===== src/sv/hmr_pkg.sv =====
// Shared types, sizes and codes of the HID message reassembler.
package hmr_pkg;

    // Report buffer sizing.
    localparam int PACKET_BYTES = 64;
    localparam int ADDR_W       = $clog2(PACKET_BYTES);
    localparam int LEN_W        = $clog2(PACKET_BYTES + 1);

    // Report layout.
    localparam int INIT_HDR     = 7;
    localparam int INIT_MIN_LEN = 8;
    localparam int CONT_HDR     = 5;
    localparam int TYPE_BIT     = 7;
    localparam int HDR_IDX_W    = 3;

    // Configuration register indexes.
    localparam int CFG_IDX_W = 1;
    localparam logic [CFG_IDX_W-1:0] CFG_MAX_BYTES = 1'b0;
    localparam logic [CFG_IDX_W-1:0] CFG_TIMEOUT   = 1'b1;

    localparam logic [15:0] MAX_BYTES_RESET = 16'd7609;
    localparam logic [15:0] TIMEOUT_RESET   = 16'd1000;

    // Input item kinds.
    localparam logic KIND_BYTE = 1'b0;
    localparam logic KIND_TICK = 1'b1;

    // Result status codes.
    localparam logic [1:0] ST_OK      = 2'd0;
    localparam logic [1:0] ST_BAD_SEQ = 2'd1;
    localparam logic [1:0] ST_BAD_PKT = 2'd2;
    localparam logic [1:0] ST_TIMEOUT = 2'd3;

    typedef struct packed {
        logic       kind;
        logic [7:0] data_byte;
        logic       packet_end;
    } t_in_item;

    typedef struct packed {
        logic        has_byte;
        logic [7:0]  payload_byte;
        logic [31:0] channel_id;
        logic [7:0]  command;
        logic        last;
        logic [1:0]  status;
    } t_out_item;

    // Read request from the sequencer to the report buffer.
    typedef struct packed {
        logic              rd_en;
        logic [ADDR_W-1:0] rd_addr;
    } t_buf_rd;

endpackage


===== src/sv/hmr_pkt_buf.sv =====
// Report buffer: byte memory with fill counter and latched report length.
module hmr_pkt_buf (
    input  logic                      i_clk,
    input  logic                      i_rst_n,
    input  logic                      i_wr_en,
    input  logic [7:0]                i_wr_data,
    input  logic                      i_wr_end,
    input  hmr_pkg::t_buf_rd          i_rd,
    output logic [7:0]                o_rd_data,
    output logic [hmr_pkg::LEN_W-1:0] o_pkt_len
);

    logic [7:0]                mem [hmr_pkg::PACKET_BYTES];
    logic [7:0]                r_rd_data;
    logic [hmr_pkg::LEN_W-1:0] r_fill;
    logic [hmr_pkg::LEN_W-1:0] r_len;
    logic                      has_room;
    logic [hmr_pkg::LEN_W-1:0] fill_inc;

    // Bytes beyond the buffer size are dropped.
    assign has_room = r_fill < hmr_pkg::LEN_W'(hmr_pkg::PACKET_BYTES);
    assign fill_inc = has_room ? hmr_pkg::LEN_W'(r_fill + 1'b1) : r_fill;

    // Memory with one write port and one registered read port.
    always_ff @(posedge i_clk) begin
        if (i_wr_en && has_room) begin
            mem[r_fill[hmr_pkg::ADDR_W-1:0]] <= i_wr_data;
        end
        if (i_rd.rd_en) begin
            r_rd_data <= mem[i_rd.rd_addr];
        end
    end

    // Fill counter restarts at each report end, when the length is latched.
    always_ff @(posedge i_clk) begin
        if (!i_rst_n) begin
            r_fill <= '0;
            r_len  <= '0;
        end else if (i_wr_en) begin
            if (i_wr_end) begin
                r_fill <= '0;
                r_len  <= fill_inc;
            end else begin
                r_fill <= fill_inc;
            end
        end
    end

    assign o_rd_data = r_rd_data;
    assign o_pkt_len = r_len;

endmodule


===== src/sv/hmr_ctrl.sv =====
// Sequencer: header readout, message decisions, payload readout and result register.
module hmr_ctrl (
    input  logic                          i_clk,
    input  logic                          i_rst_n,
    input  logic                          i_in_valid,
    output logic                          o_in_stall,
    input  hmr_pkg::t_in_item             i_in_data,
    output logic                          o_out_valid,
    input  logic                          i_out_stall,
    output hmr_pkg::t_out_item            o_out_data,
    input  logic                          i_cfg_valid,
    output logic                          o_cfg_ready,
    input  logic [hmr_pkg::CFG_IDX_W-1:0] i_cfg_index,
    input  logic [15:0]                   i_cfg_wdata,
    output hmr_pkg::t_buf_rd              o_rd,
    input  logic [7:0]                    i_rd_data,
    input  logic [hmr_pkg::LEN_W-1:0]     i_pkt_len
);

    localparam logic [2:0] S_IDLE     = 3'd0;
    localparam logic [2:0] S_HDR      = 3'd1;
    localparam logic [2:0] S_DECIDE   = 3'd2;
    localparam logic [2:0] S_PAY_RD   = 3'd3;
    localparam logic [2:0] S_PAY_OUT  = 3'd4;
    localparam logic [2:0] S_EMIT     = 3'd5;

    localparam int LW = hmr_pkg::LEN_W;

    logic [2:0]    r_state, n_state;
    logic [LW-1:0] r_ptr, n_ptr;
    logic          r_in_msg, n_in_msg;
    logic [15:0]   r_rem, n_rem;
    logic [7:0]    r_seq, n_seq;
    logic [31:0]   r_chan, n_chan;
    logic [7:0]    r_cmd, n_cmd;
    logic [15:0]   r_wait, n_wait;
    logic [1:0]    r_status, n_status;
    logic [15:0]   r_max_bytes;
    logic [15:0]   r_timeout;
    logic [7:0]    r_hdr [hmr_pkg::INIT_HDR];

    logic                 r_out_valid;
    hmr_pkg::t_out_item   r_out_data, n_out_data;
    logic                 load_out;

    logic          in_acc;
    logic          out_free;
    logic          tick;
    logic          pkt_done;
    logic [15:0]   wait_inc;
    logic [15:0]   count;
    logic [LW-1:0] ptr_m1;

    assign o_in_stall  = r_state != S_IDLE;
    assign in_acc      = i_in_valid && !o_in_stall;
    assign out_free    = !r_out_valid || !i_out_stall;
    assign tick        = in_acc && (i_in_data.kind == hmr_pkg::KIND_TICK);
    assign pkt_done    = in_acc && (i_in_data.kind == hmr_pkg::KIND_BYTE)
                         && i_in_data.packet_end;
    assign wait_inc    = (r_wait == 16'hFFFF) ? r_wait : 16'(r_wait + 16'd1);
    assign count       = {r_hdr[5], r_hdr[6]};
    assign ptr_m1      = LW'(r_ptr - 1'b1);
    assign o_cfg_ready = 1'b1;

    // Next-state and result logic.
    always_comb begin
        n_state    = r_state;
        n_ptr      = r_ptr;
        n_in_msg   = r_in_msg;
        n_rem      = r_rem;
        n_seq      = r_seq;
        n_chan     = r_chan;
        n_cmd      = r_cmd;
        n_wait     = r_wait;
        n_status   = r_status;
        load_out   = 1'b0;
        n_out_data = r_out_data;
        o_rd.rd_en   = 1'b0;
        o_rd.rd_addr = r_ptr[hmr_pkg::ADDR_W-1:0];
        unique case (r_state)
            S_IDLE: begin
                if (tick && r_in_msg) begin
                    if (wait_inc >= r_timeout) begin
                        n_in_msg = 1'b0;
                        n_rem    = '0;
                        n_wait   = '0;
                        n_status = hmr_pkg::ST_TIMEOUT;
                        n_state  = S_EMIT;
                    end else begin
                        n_wait = wait_inc;
                    end
                end else if (pkt_done) begin
                    n_ptr   = '0;
                    n_state = S_HDR;
                end
            end
            S_HDR: begin
                // Read header bytes 0 to 6, one a cycle.
                if (r_ptr == LW'(hmr_pkg::INIT_HDR)) begin
                    n_state = S_DECIDE;
                end else begin
                    o_rd.rd_en = 1'b1;
                    n_ptr      = LW'(r_ptr + 1'b1);
                end
            end
            S_DECIDE: begin
                if (!r_in_msg) begin
                    // Idle: only a valid init report within the size limit starts a message.
                    if (i_pkt_len < LW'(hmr_pkg::INIT_MIN_LEN) ||
                        !r_hdr[4][hmr_pkg::TYPE_BIT] || count > r_max_bytes) begin
                        n_state = S_IDLE;
                    end else begin
                        n_chan = {r_hdr[3], r_hdr[2], r_hdr[1], r_hdr[0]};
                        n_cmd  = r_hdr[4];
                        if (count == 16'd0) begin
                            n_status = hmr_pkg::ST_OK;
                            n_state  = S_EMIT;
                        end else begin
                            n_rem    = count;
                            n_ptr    = LW'(hmr_pkg::INIT_HDR);
                            n_in_msg = 1'b1;
                            n_seq    = '0;
                            n_wait   = '0;
                            n_state  = S_PAY_RD;
                        end
                    end
                end else if (i_pkt_len < LW'(hmr_pkg::CONT_HDR) ||
                             r_hdr[4][hmr_pkg::TYPE_BIT]) begin
                    n_in_msg = 1'b0;
                    n_rem    = '0;
                    n_wait   = '0;
                    n_status = hmr_pkg::ST_BAD_PKT;
                    n_state  = S_EMIT;
                end else if (r_hdr[4] != r_seq) begin
                    n_in_msg = 1'b0;
                    n_rem    = '0;
                    n_wait   = '0;
                    n_status = hmr_pkg::ST_BAD_SEQ;
                    n_state  = S_EMIT;
                end else begin
                    n_seq   = 8'(r_seq + 8'd1);
                    n_wait  = '0;
                    n_ptr   = LW'(hmr_pkg::CONT_HDR);
                    n_state = S_PAY_RD;
                end
            end
            S_PAY_RD: begin
                // Fetch the next payload byte while the report and the count last.
                if (r_ptr < i_pkt_len && r_rem != 16'd0) begin
                    o_rd.rd_en = 1'b1;
                    n_state    = S_PAY_OUT;
                end else begin
                    if (r_rem == 16'd0) begin
                        n_in_msg = 1'b0;
                    end
                    n_state = S_IDLE;
                end
            end
            S_PAY_OUT: begin
                if (out_free) begin
                    load_out                = 1'b1;
                    n_out_data.has_byte     = 1'b1;
                    n_out_data.payload_byte = i_rd_data;
                    n_out_data.channel_id   = r_chan;
                    n_out_data.command      = r_cmd;
                    n_out_data.last         = r_rem == 16'd1;
                    n_out_data.status       = hmr_pkg::ST_OK;
                    n_ptr                   = LW'(r_ptr + 1'b1);
                    n_rem                   = 16'(r_rem - 16'd1);
                    n_state                 = S_PAY_RD;
                end
            end
            S_EMIT: begin
                // Single result for an empty message or an abort.
                if (out_free) begin
                    load_out                = 1'b1;
                    n_out_data.has_byte     = 1'b0;
                    n_out_data.payload_byte = 8'd0;
                    n_out_data.channel_id   = r_chan;
                    n_out_data.command      = r_cmd;
                    n_out_data.last         = 1'b1;
                    n_out_data.status       = r_status;
                    n_state                 = S_IDLE;
                end
            end
            default: begin
                n_state = S_IDLE;
            end
        endcase
    end

    // Control state.
    always_ff @(posedge i_clk) begin
        if (!i_rst_n) begin
            r_state  <= S_IDLE;
            r_ptr    <= '0;
            r_in_msg <= 1'b0;
            r_rem    <= '0;
            r_seq    <= '0;
            r_chan   <= '0;
            r_cmd    <= '0;
            r_wait   <= '0;
            r_status <= hmr_pkg::ST_OK;
        end else begin
            r_state  <= n_state;
            r_ptr    <= n_ptr;
            r_in_msg <= n_in_msg;
            r_rem    <= n_rem;
            r_seq    <= n_seq;
            r_chan   <= n_chan;
            r_cmd    <= n_cmd;
            r_wait   <= n_wait;
            r_status <= n_status;
        end
    end

    // Header bytes come from the registered read port and are stored in the cycle after their read.
    always_ff @(posedge i_clk) begin
        if (r_state == S_HDR && r_ptr != '0) begin
            r_hdr[ptr_m1[hmr_pkg::HDR_IDX_W-1:0]] <= i_rd_data;
        end
    end

    // Configuration registers.
    always_ff @(posedge i_clk) begin
        if (!i_rst_n) begin
            r_max_bytes <= hmr_pkg::MAX_BYTES_RESET;
            r_timeout   <= hmr_pkg::TIMEOUT_RESET;
        end else if (i_cfg_valid) begin
            unique case (i_cfg_index)
                hmr_pkg::CFG_MAX_BYTES: r_max_bytes <= i_cfg_wdata;
                hmr_pkg::CFG_TIMEOUT:   r_timeout   <= i_cfg_wdata;
            endcase
        end
    end

    // Result register.
    always_ff @(posedge i_clk) begin
        if (!i_rst_n) begin
            r_out_valid <= 1'b0;
        end else if (load_out) begin
            r_out_valid <= 1'b1;
        end else if (!i_out_stall) begin
            r_out_valid <= 1'b0;
        end
    end

    always_ff @(posedge i_clk) begin
        if (load_out) begin
            r_out_data <= n_out_data;
        end
    end

    assign o_out_valid = r_out_valid;
    assign o_out_data  = r_out_data;

endmodule


===== src/sv/hid_message_reassembler.sv =====
// Top level of the HID message reassembler: report buffer and sequencer.
//
//  Channel   Signals                                   Beat taken when
//  input     i_in_valid, o_in_stall, i_in_data         i_in_valid && !o_in_stall
//  result    o_out_valid, i_out_stall, o_out_data      o_out_valid && !i_out_stall
//  config    i_cfg_valid, o_cfg_ready, i_cfg_index,    i_cfg_valid && o_cfg_ready
//            i_cfg_wdata
//
// A tick or a report byte that does not end a report is taken without a stall; a tick that times
// the message out then stalls the input while its result is loaded.
// A report end stalls the input through header readout and decision, then through payload
// readout, one fetch and one output per byte, or through a single result, unless it is dropped.
// Results wait in an output register; a stalled result holds the sequencer and so the input.
// Reset is synchronous and active low; the buffer contents are not cleared.
module hid_message_reassembler (
    input  logic                          i_clk,
    input  logic                          i_rst_n,
    input  logic                          i_in_valid,
    output logic                          o_in_stall,
    input  hmr_pkg::t_in_item             i_in_data,
    output logic                          o_out_valid,
    input  logic                          i_out_stall,
    output hmr_pkg::t_out_item            o_out_data,
    input  logic                          i_cfg_valid,
    output logic                          o_cfg_ready,
    input  logic [hmr_pkg::CFG_IDX_W-1:0] i_cfg_index,
    input  logic [15:0]                   i_cfg_wdata
);

    hmr_pkg::t_buf_rd              rd_req;
    logic [7:0]                    rd_data;
    logic [hmr_pkg::LEN_W-1:0]     pkt_len;
    logic                          byte_wr;

    // Report bytes go straight into the buffer when accepted.
    assign byte_wr = i_in_valid && !o_in_stall && (i_in_data.kind == hmr_pkg::KIND_BYTE);

    hmr_pkt_buf u_buf (
        .i_clk     (i_clk),
        .i_rst_n   (i_rst_n),
        .i_wr_en   (byte_wr),
        .i_wr_data (i_in_data.data_byte),
        .i_wr_end  (i_in_data.packet_end),
        .i_rd      (rd_req),
        .o_rd_data (rd_data),
        .o_pkt_len (pkt_len)
    );

    hmr_ctrl u_ctrl (
        .i_clk       (i_clk),
        .i_rst_n     (i_rst_n),
        .i_in_valid  (i_in_valid),
        .o_in_stall  (o_in_stall),
        .i_in_data   (i_in_data),
        .o_out_valid (o_out_valid),
        .i_out_stall (i_out_stall),
        .o_out_data  (o_out_data),
        .i_cfg_valid (i_cfg_valid),
        .o_cfg_ready (o_cfg_ready),
        .i_cfg_index (i_cfg_index),
        .i_cfg_wdata (i_cfg_wdata),
        .o_rd        (rd_req),
        .i_rd_data   (rd_data),
        .i_pkt_len   (pkt_len)
    );

endmodule


===== config.mk =====
export PLATFORM = sky130hd
export DESIGN_NAME = hid_message_reassembler
export DESIGN_NICKNAME = d
export VERILOG_FILES = /design/src/sv/hmr_pkg.sv /design/src/sv/hmr_pkt_buf.sv /design/src/sv/hmr_ctrl.sv /design/src/sv/hid_message_reassembler.sv
export SDC_FILE = /design/constraint.sdc
export NUM_CORES = 1
export LEC_CHECK = 0
export BUFFER_PORTS_ARGS = -buffer_cell sky130_fd_sc_hd__buf_4
export CAP_MARGIN = 20
export CELL_PAD_IN_SITES_DETAIL_PLACEMENT = 0
export CELL_PAD_IN_SITES_GLOBAL_PLACEMENT = 1
export CORE_MARGIN = 2
export CORE_UTILIZATION = 32
export CTS_CLUSTER_SIZE = 28
export DETAILED_ROUTE_END_ITERATION = 10
export PLACE_DENSITY_LB_ADDON = 0.3
export RECOVER_POWER = 25
export SLEW_MARGIN = 20
export SYNTH_ARGS = -nofsm -noshare
export SYNTH_HDL_FRONTEND = slang
export SYNTH_SLANG_ARGS = --single-unit

===== constraint.sdc =====
create_clock -name i_clk -period 5.2 [get_ports i_clk]
set_input_delay 0 -clock i_clk [delete_from_list [all_inputs] [get_ports i_clk]]
set_output_delay 0 -clock i_clk [all_outputs]
set_load 0.02 [all_outputs]

==> results of run 1 <==
## worst reg2reg max path, cell delays in order (launching register included)
cell and delay (ps):
dfxtp_1 470, and4_1 300, nand4_1 290, nor4_4 480, or2_1 250, nor2_1 110, xor2_1 160, ha_1 310
nand4_1 130, a211oi_1 320, a2111oi_2 160, nor3_1 390, o21a_1 620, nand2_1 310, o31ai_1 350
## cell usage after synthesis (14+ instances only)
cell      instances
nor3_1           26
nand3_1          38
ha_1             46
nor2_1          138
dfxtp_1         140
mux4_2          168
o21ai_0          20
a21oi_1         125
nand4_1          14
xor2_1           17
edfxtp_1        628
o211ai_1         19
and2_1           14
buf_2            19
clkbuf_1         62
nand2_1         197
inv_1            56
## cell usage in the layout, fill, tap and decap left out, drive strengths merged, types with 26 or more instances in the layout
| cell type | count |
|---|---|
| edfxtp | 628 |
| nand2 | 197 |
| mux4 | 168 |
| dfxtp | 140 |
| nor2 | 138 |
| a21oi | 126 |
| clkbuf | 116 |
| buf | 97 |
| inv | 59 |
| dlygate4sd3 | 51 |
| ha | 46 |
| nand3 | 38 |
| o21ai | 32 |
| nor3 | 27 |
| clkinv | 26 |
## state kept, by name, indices dropped and copies added (netlist names), 16 cells and up
register / flops
u_ctrl.r_max_bytes: 16
u_buf.mem: 512
u_ctrl.r_hdr: 56
u_ctrl.o_out_data: 52
u_ctrl.r_timeout: 16
u_ctrl.r_chan: 32
u_ctrl.r_rem: 16
u_ctrl.r_wait: 16
## worst paths after layout
check | endpoint | cells past startpoint
setup / recovery | u_ctrl.r_rem[4] | 14
setup reg to reg | u_ctrl.r_rem[4] | 14
hold reg to reg | u_ctrl.o_out_data[14] | 0
hold / removal | u_ctrl.r_max_bytes[5] | 4
## final cells by class
| cell class | instances | area share (%) |
|---|---|---|
| Antenna cell | 1 | 0.006981 |
| Inverter | 57 | 0.6039 |
| Clock buffer | 109 | 5.972 |
| Multi-Input combinational cell | 1021 | 24.17 |
| Sequential cell | 768 | 60.46 |
| Timing Repair Buffer | 155 | 3.592 |
| Tap cell | 1276 | 4.454 |
| Clock inverter | 32 | 0.7435 |
## per-layer routing
metal / track usage, % / vias up / share of wire (%) / wire [um]
met5: 0 / - / 0 / 0
met4: 3.409 / 0 / 1.6 / 1227
met3: 2.276 / 93 / 4.9 / 3702
met2: 24.45 / 501 / 48 / 36320
met1: 21.49 / 8882 / 45 / 34010
li1: - / 7842 / - / -
## power by group through the flow
stage	logic (W)	registers [W]	clock network, W
after floorplan	0.00120	0.00692	0
after global placement	0.00171	0.00701	0
after detailed placement	0.00173	0.00701	0
after CTS	0.00177	0.00688	0.00546
after global routing	0.00187	0.00690	0.00570
final	0.00175	0.00688	0.00533
## timing repair
action	in CTS	in global routing
hold endpoints to repair	571	0
endpoints found under the setup margin	0	5
hold buffers	51	0
resized for setup	0	1
## cell families after synthesis
group / after synthesis
XOR/XNOR: 30
other: 1
flip-flops: 768
adder cells (fa/ha/maj): 46
AND/OR/NAND/NOR: 498
buffers and inverters: 158
AO/OA/AOI/OAI: 275
multiplexers: 171
## metrics by stage
step | cell area [sq um] | utilization (%) | cells
after floorplan | 31000 | - | 1947
after global placement | 32930 | 34.20 | 3225
after detailed placement | 32930 | 34.20 | 3225
after CTS | 35850 | 37.23 | 3417
after global routing | 35840 | 37.23 | 3418
final | 35840 | 37.23 | 3419
==> summary.txt, run 1 <==
Outcome
  – Status: complete, but fails checks
  – Failing checks: max-capacitance violations, max-slew violations

Logic synthesis
  – Gate Count Post-Synth: 1947
  – Adder-cell share of the synthesized area: 1.857%
  – Synth Area in Compound Gates: 5.606%
  – Top cell type's share of synthesized area: 60.84%
  – Post-synthesis mux area share: 12.31%
  – Avg Inst Size Synth: 15.92 sq um
  – Seq cells post-synth: 768
  – Largest family of logic cells by synthesized area: multiplexers
  – Area contributors post-synth: edfxtp_1, mux4_2, dfxtp_1
  – Sequential area share after synthesis: 69.88%
  – Synth Area in Simple Gates: 7.273%
  – Cell Area, Synth: 31000 sq um
  – Post-synthesis net count: 2025
  – Post-synth top area cell: edfxtp_1
  – Async SR Flop Fraction: 0%
  – Yosys warnings: 0
  – Top FF cell, synth: edfxtp_1
  – Synth Area in XOR/XNOR: 0.8476%
  – Unique cell type count in the Yosys netlist: 72
  – Post-synth EDFFs: 628

Clock network
  – Clk slew on worst S/H paths: 60 ps
  – CTS Sinks: 768
  – CTS tree: built
  – H-Tree Depth: 3
  – Clk root buf: clkbuf_16
  – Max clock buf depth: 3
  – Clock Latency Late Sink: 630 ps
  – Setup bufs post-CTS: 0
  – CTS Buf Count: 79

Floorplan
  – Row count: 114
  – Ports: 87
  – Die ar.: 99380 sq um
  – Initial Utilization: 32.20%
  – Die Y: 315.2 um
  – Core region area: 96280 sq um
  – DIE WIDTH: 315.2 um

Worst setup path
  – Buf/Inv on CP: 0
  – Worst setup SP type: flip-flop
  – CP dominant cell by count: nand4_1
  – Reg2reg setup slack: 440 ps
  – WP data required: 5710 ps
  – Crit end category: flip-flop
  – CP arrival: 5270 ps
  – Crit-path leading delay family: simple AND/OR/NAND/NOR gates
  – Crit Path Class: reg -> reg
  – Crit Path Max Fanout: 17
  – Worst r2r src: u_ctrl.r_wait[3]
  – CP max stage cell: o21a_1
  – Worst path max stage delay: 620 ps
  – Worst setup path start: u_ctrl.r_wait[3]
  – CP Cell Sequence: and4_1, nand4_1, nor4_4, or2_1, nor2_1, xor2_1, ha_1, nand4_1, a211oi_1, a2111oi_2, nor3_1, o21a_1, nand2_1, o31ai_1

Drt
  – Via-to-Cell Ratio: 5.065
  – Total Wirelength: 75.25 mm
  – DRT iter0 DRCs: 1404
  – Antenna viol nets, final: 0
  – DR vias: 17320
  – Post-route DRC: 0
  – Detailed Routing Iterations Pass 1: 7
  – Average wire per standard cell: 22.01 um

Global routing
  – Overflow after GRT: 0
  – First-pass GRT wire length: 113.0 mm
  – Largest net degree at the start of global routing: 132
  – Antenna violations before repair: 0
  – Vias in the first global route: 17490
  – Tot GR Track Use: 15.11%

STA
  – Slew Limit Fails: 455
  – Hold_ws: 198.8 ps
  – Setup TNS: 0 ps
  – Clock Skew: 23.11 ps
  – Fmax: 210.1 MHz
  – Min Tclk post-route: 4760 ps
  – Final period util: 91.54%
  – Final hold viol count: 0
  – Actual slew at the worst max-slew pin: 3237 ps
  – Number of setup violations in the final report: 0
  – Final worst setup slack: 439.7 ps
  – RSZ-0062 raised after global routing: false
  – Max-slew headroom: -115.8%

Layout
  – Fillers: 9045
  – # nets final: 2160
  – Share of layout cells above drive strength 1: 17.97%
  – Area of the multi-input gates: 8663 sq um
  – Sequential cell area: 21670 sq um
  – Area grow syn2layout: 15.63%

Power
  – Reg power frac: 49.3%
  – Sw Ratio: 24.79%
  – Power Density: 389.3 nW/um^2
  – Sw power: 0.003459 W
  – Static Leak: 11.35 nW
  – IR drop worst, VDD: 0.2357 mV
  – Comb pwr share: 12.5%
  – Tot Pwr: 0.01395 W
  – Internal power: 0.01050 W
  – Clock power frac: 38.2%

Placement
  – Dpl hpwl: 46.15 mm
  – Pre-CTS setup slack: 358.1 ps
  – Port bufs: 85
  – Gp weighted congestion: 0.8086

Job
  – Max cap viols: 7

Min path
  – Hold path start: i_cfg_wdata[5]
  – Hold Path Class: in -> reg
(Power assumes the default switching activity.)
==> run 2: changes to the inputs <==
--- a/config.mk
+++ b/config.mk
@@ -5,6 +5,7 @@
 export SDC_FILE = /design/constraint.sdc
 export NUM_CORES = 1
 export LEC_CHECK = 0
+export ABC_AREA = 1
 export BUFFER_PORTS_ARGS = -buffer_cell sky130_fd_sc_hd__buf_4
 export CAP_MARGIN = 20
 export CELL_PAD_IN_SITES_DETAIL_PLACEMENT = 0
==> run 2 against run 1 <==
The flow still finishes with violations (max-capacitance violations, max-slew violations). First-iteration DRC count rose by 42%. Sequential cell count did not move. Clock skew up 11 ps. Global-route usage is 1.4 points higher. Utilization increased by 0.26 points. Non-clock buffer count is 14 lower. Wire length up 13%. Combinational power rose to 2.8 times the previous value. Power up 30%. Critical path type unchanged. Largest cell class unchanged. Highest routed layer is now met5.
==> summary.txt, run 2 <==
Outcome
  – Failing checks: max-capacitance violations, max-slew violations
  – Status: complete, but fails checks

Layout
  – # nets final: 2946 (+36%)
  – Area grow syn2layout: 15.66% (about the same)
  – Max reg flops: 512 (unchanged)
  – Design Area, Final: 36360 sq um (+1.4%)
  – Most frequent cells in the layout: edfxtp_1, nor2_1, o21ai_0, nand2_1, inv_1
  – Share of layout cells above drive strength 1: 8.419% (-9.6 points)
  – Fillers: 9443 (+4.4%)
  – Most common cell after layout, fill and taps aside: edfxtp_1

Logic synthesis
  – Yosys warnings: 0 (unchanged)
  – Async SR Flop Fraction: 0% (unchanged)
  – Post-synth top area cell: edfxtp_1
  – Cell Area, Synth: 31440 sq um (+1.4%)
  – Top cell type's share of synthesized area: 59.98% (-0.85 points)
  – Post-synth EDFFs: 628 (unchanged)
  – Most frequent cell after synthesis: edfxtp_1
  – Post-synth top cells: edfxtp_1, nor2_1, o21ai_0
  – Sequential area share after synthesis: 68.90% (-0.98 points)
  – Post-synthesis net count: 2862 (+41%)
  – Avg Inst Size Synth: 11.29 sq um (-29%)
  – Top FF cell, synth: edfxtp_1
  – Gate Count Post-Synth: 2784 (+43%)
  – Unique cell type count in the Yosys netlist: 48 (-33%)
  – Seq cells post-synth: 768 (unchanged)
  – Area contributors post-synth: edfxtp_1, dfxtp_1, o21ai_0

Clock network
  – CTS tree: built
  – H-Tree Depth: 3 (unchanged)
  – Clock Latency Late Sink: 650 ps (+20 ps)
  – Clk root buf: clkbuf_16
  – Clk slew on worst S/H paths: 60 ps (about the same)
  – CTS Buf Count: 85 (+7.6%)
  – Setup bufs post-CTS: 0 (unchanged)
  – CTS Sinks: 768 (unchanged)
  – Max clock buf depth: 3 (unchanged)

Drt
  – DR vias: 21300 (+23%)
  – DRT iter0 DRCs: 1993 (+42%)
  – Post-route DRC: 0 (unchanged)
  – Antenna viol nets, final: 0 (unchanged)
  – Total Wirelength: 84.97 mm (+13%)
  – Average wire per standard cell: 20.18 um (-8.3%)
  – Detailed Routing Iterations Pass 1: 6 (-1)
  – Via-to-Cell Ratio: 5.059 (-0.12%)

STA
  – Final period util: 70.47% (-21 points)
  – Actual slew at the worst max-slew pin: 3720 ps (+482.7 ps)
  – Setup TNS: 0 ps (unchanged)
  – Min Tclk post-route: 3665 ps (-1096 ps)
  – Number of setup violations in the final report: 0 (unchanged)
  – Clock Skew: 34.17 ps (+11.06 ps)
  – RSZ-0062 raised after global routing: false
  – Max-slew headroom: -148.0% (-32 points)
  – Final hold viol count: 0 (unchanged)
  – Slew Limit Fails: 456 (+0.22%)
  – Fmax: 272.9 MHz (+30%)

Power
  – Internal power: 0.01179 W (+12%)
  – Static Leak: 12.41 nW (+9.3%)
  – IR drop worst, VDD: 0.3747 mV (+59%)
  – Power Density: 500.1 nW/um^2 (+28%)
  – Tot Pwr: 0.01818 W (+30%)
  – Sw Ratio: 35.13% (+10 points)
  – Reg power frac: 40.9% (-8.4 points)
  – Comb pwr share: 26.8% (+14 points)
  – Sw power: 0.006388 W (+85%)
  – Clock power frac: 32.3% (-5.9 points)

Worst setup path
  – CP Cell Sequence: nor2_4, nand2_4, nor2_4, nand2_4, nor3_1, nand3_1, nor2_1
  – Setup crit end: u_buf.mem[44][1]
  – Worst setup path start: u_ctrl.r_state[0]
  – Worst setup SP type: flip-flop
  – Worst r2r src: u_ctrl.r_state[0]
  – Crit Path Max Fanout: 8 (-9)
  – WP data required: 5460 ps (-250 ps)
  – Crit Path Class: reg -> reg
  – Worst r2r dst: u_buf.mem[44][1]
  – CP arrival: 3920 ps (-1350 ps)
  – Reg2Reg Depth: 7 (-7)
  – Reg2reg setup slack: 1540 ps (+1100 ps)
  – Crit end category: flip-flop
  – Worst path max stage delay: 940 ps (+320 ps)
  – CP max stage cell: nor2_1

Global routing
  – First-pass GRT wire length: 129.6 mm (+15%)
  – Overflow after GRT: 0 (unchanged)
  – Vias in the first global route: 20990 (+20%)
  – Tot GR Track Use: 16.53% (+1.4 points)
  – Largest net degree at the start of global routing: 193 (+46%)
  – Antenna violations before repair: 3 (+3)

Floorplan
  – Die ar.: 100800 sq um (+1.4%)
  – Ports: 87 (unchanged)
  – Core region area: 96990 sq um (+0.74%)
  – DIE WIDTH: 317.4 um (+0.70%)
  – Initial Utilization: 32.41% (+0.22 points)
  – Row count: 114 (unchanged)
  – Die Y: 317.4 um (+0.70%)

Min path
  – Hold Path Class: in -> reg

Placement
  – Post-place instance area: 33330 sq um (+1.2%)
  – Port bufs: 85 (unchanged)
  – Gp weighted congestion: 0.8363 (+3.4%)
  – Dpl hpwl: 52.72 mm (+14%)

Job
  – Max cap viols: 7 (unchanged)
## run 2: cells by family (layout without fill, tap and decap cells)
logic type / count (synthesis) / count (layout) / share of synthesized area, %
AND/OR/NAND/NOR: 898 / 898 / 11.76
flip-flops: 768 / 768 / 68.90
AO/OA/AOI/OAI: 692 / 692 / 12.46
buffers and inverters: 351 / 501 / 4.266
adder cells (fa/ha/maj): 46 / 46 / 1.831
XOR/XNOR: 28 / 28 / 0.7801
other: 1 / 2 / 0.01193
## run 2: worst min-delay path by stage
stage,start,endpoint,cells after the start
floorplan,i_in_data[1],u_buf.mem[0][0],0
global placement,i_cfg_wdata[8],u_ctrl.r_max_bytes[8],3
detailed placement,i_cfg_wdata[8],u_ctrl.r_max_bytes[8],3
CTS,i_in_valid,u_buf.r_fill[3],6
global route,i_in_valid,u_buf.r_fill[3],6
finish,i_in_valid,u_buf.r_fill[3],6
## run 2: layer usage
layer	vias to the layer above	track usage, %	wire length, um
met4	2	4.921	2259
met1	10390	22.73	38570
li1	10100	-	-
met3	140	3.328	5165
met2	675	26.38	38960
met5	-	0	13
## run 2: final cells by class
class	instances	area [sq um]	area share, %
inverters	207	783.3	2.154
flip-flops and latches	768	21670	59.59
repair buffers	141	1160	3.190
well taps	1276	1597	4.391
diodes	1	2.502	0.006882
multi-input cells	1665	8457	23.26
clock buffers	112	2238	6.156
clock inverters	41	455.4	1.253
## run 2: power groups by stage
stage	registers, W	clock network [W]	logic [W]
after detailed placement	0.00756	0	0.00482
final	0.00743	0.00588	0.00487
after global placement	0.00755	0	0.00482
after floorplan	0.00723	0	0.00341
after CTS	0.00743	0.00600	0.00486
after global routing	0.00748	0.00624	0.00547
## run 2: stage by stage
stage	util, %	setup slack (ps)	hold slack [ps]	cells
6_report	37.49	1535	44.92	4211
5_1_grt	37.49	1152	49.27	4210
4_1_cts	37.51	1557	3.814	4210
3_5_place_dp	34.36	1556	242.3	4021
3_3_place_gp	34.36	1657	235.6	4021
2_1_floorplan	-	2000	98.87	2784
## run 2: critical path, delay by kind of cell, from the launching register on
family / cells / cell delay, ps
DFF: 1 / 410
and+or+nand+nor: 7 / 2860
## run 2: repair_timing
action,CTS,global route
gates resized for setup,0,0
endpoints found under the hold margin,266,0
hold buffers,36,0
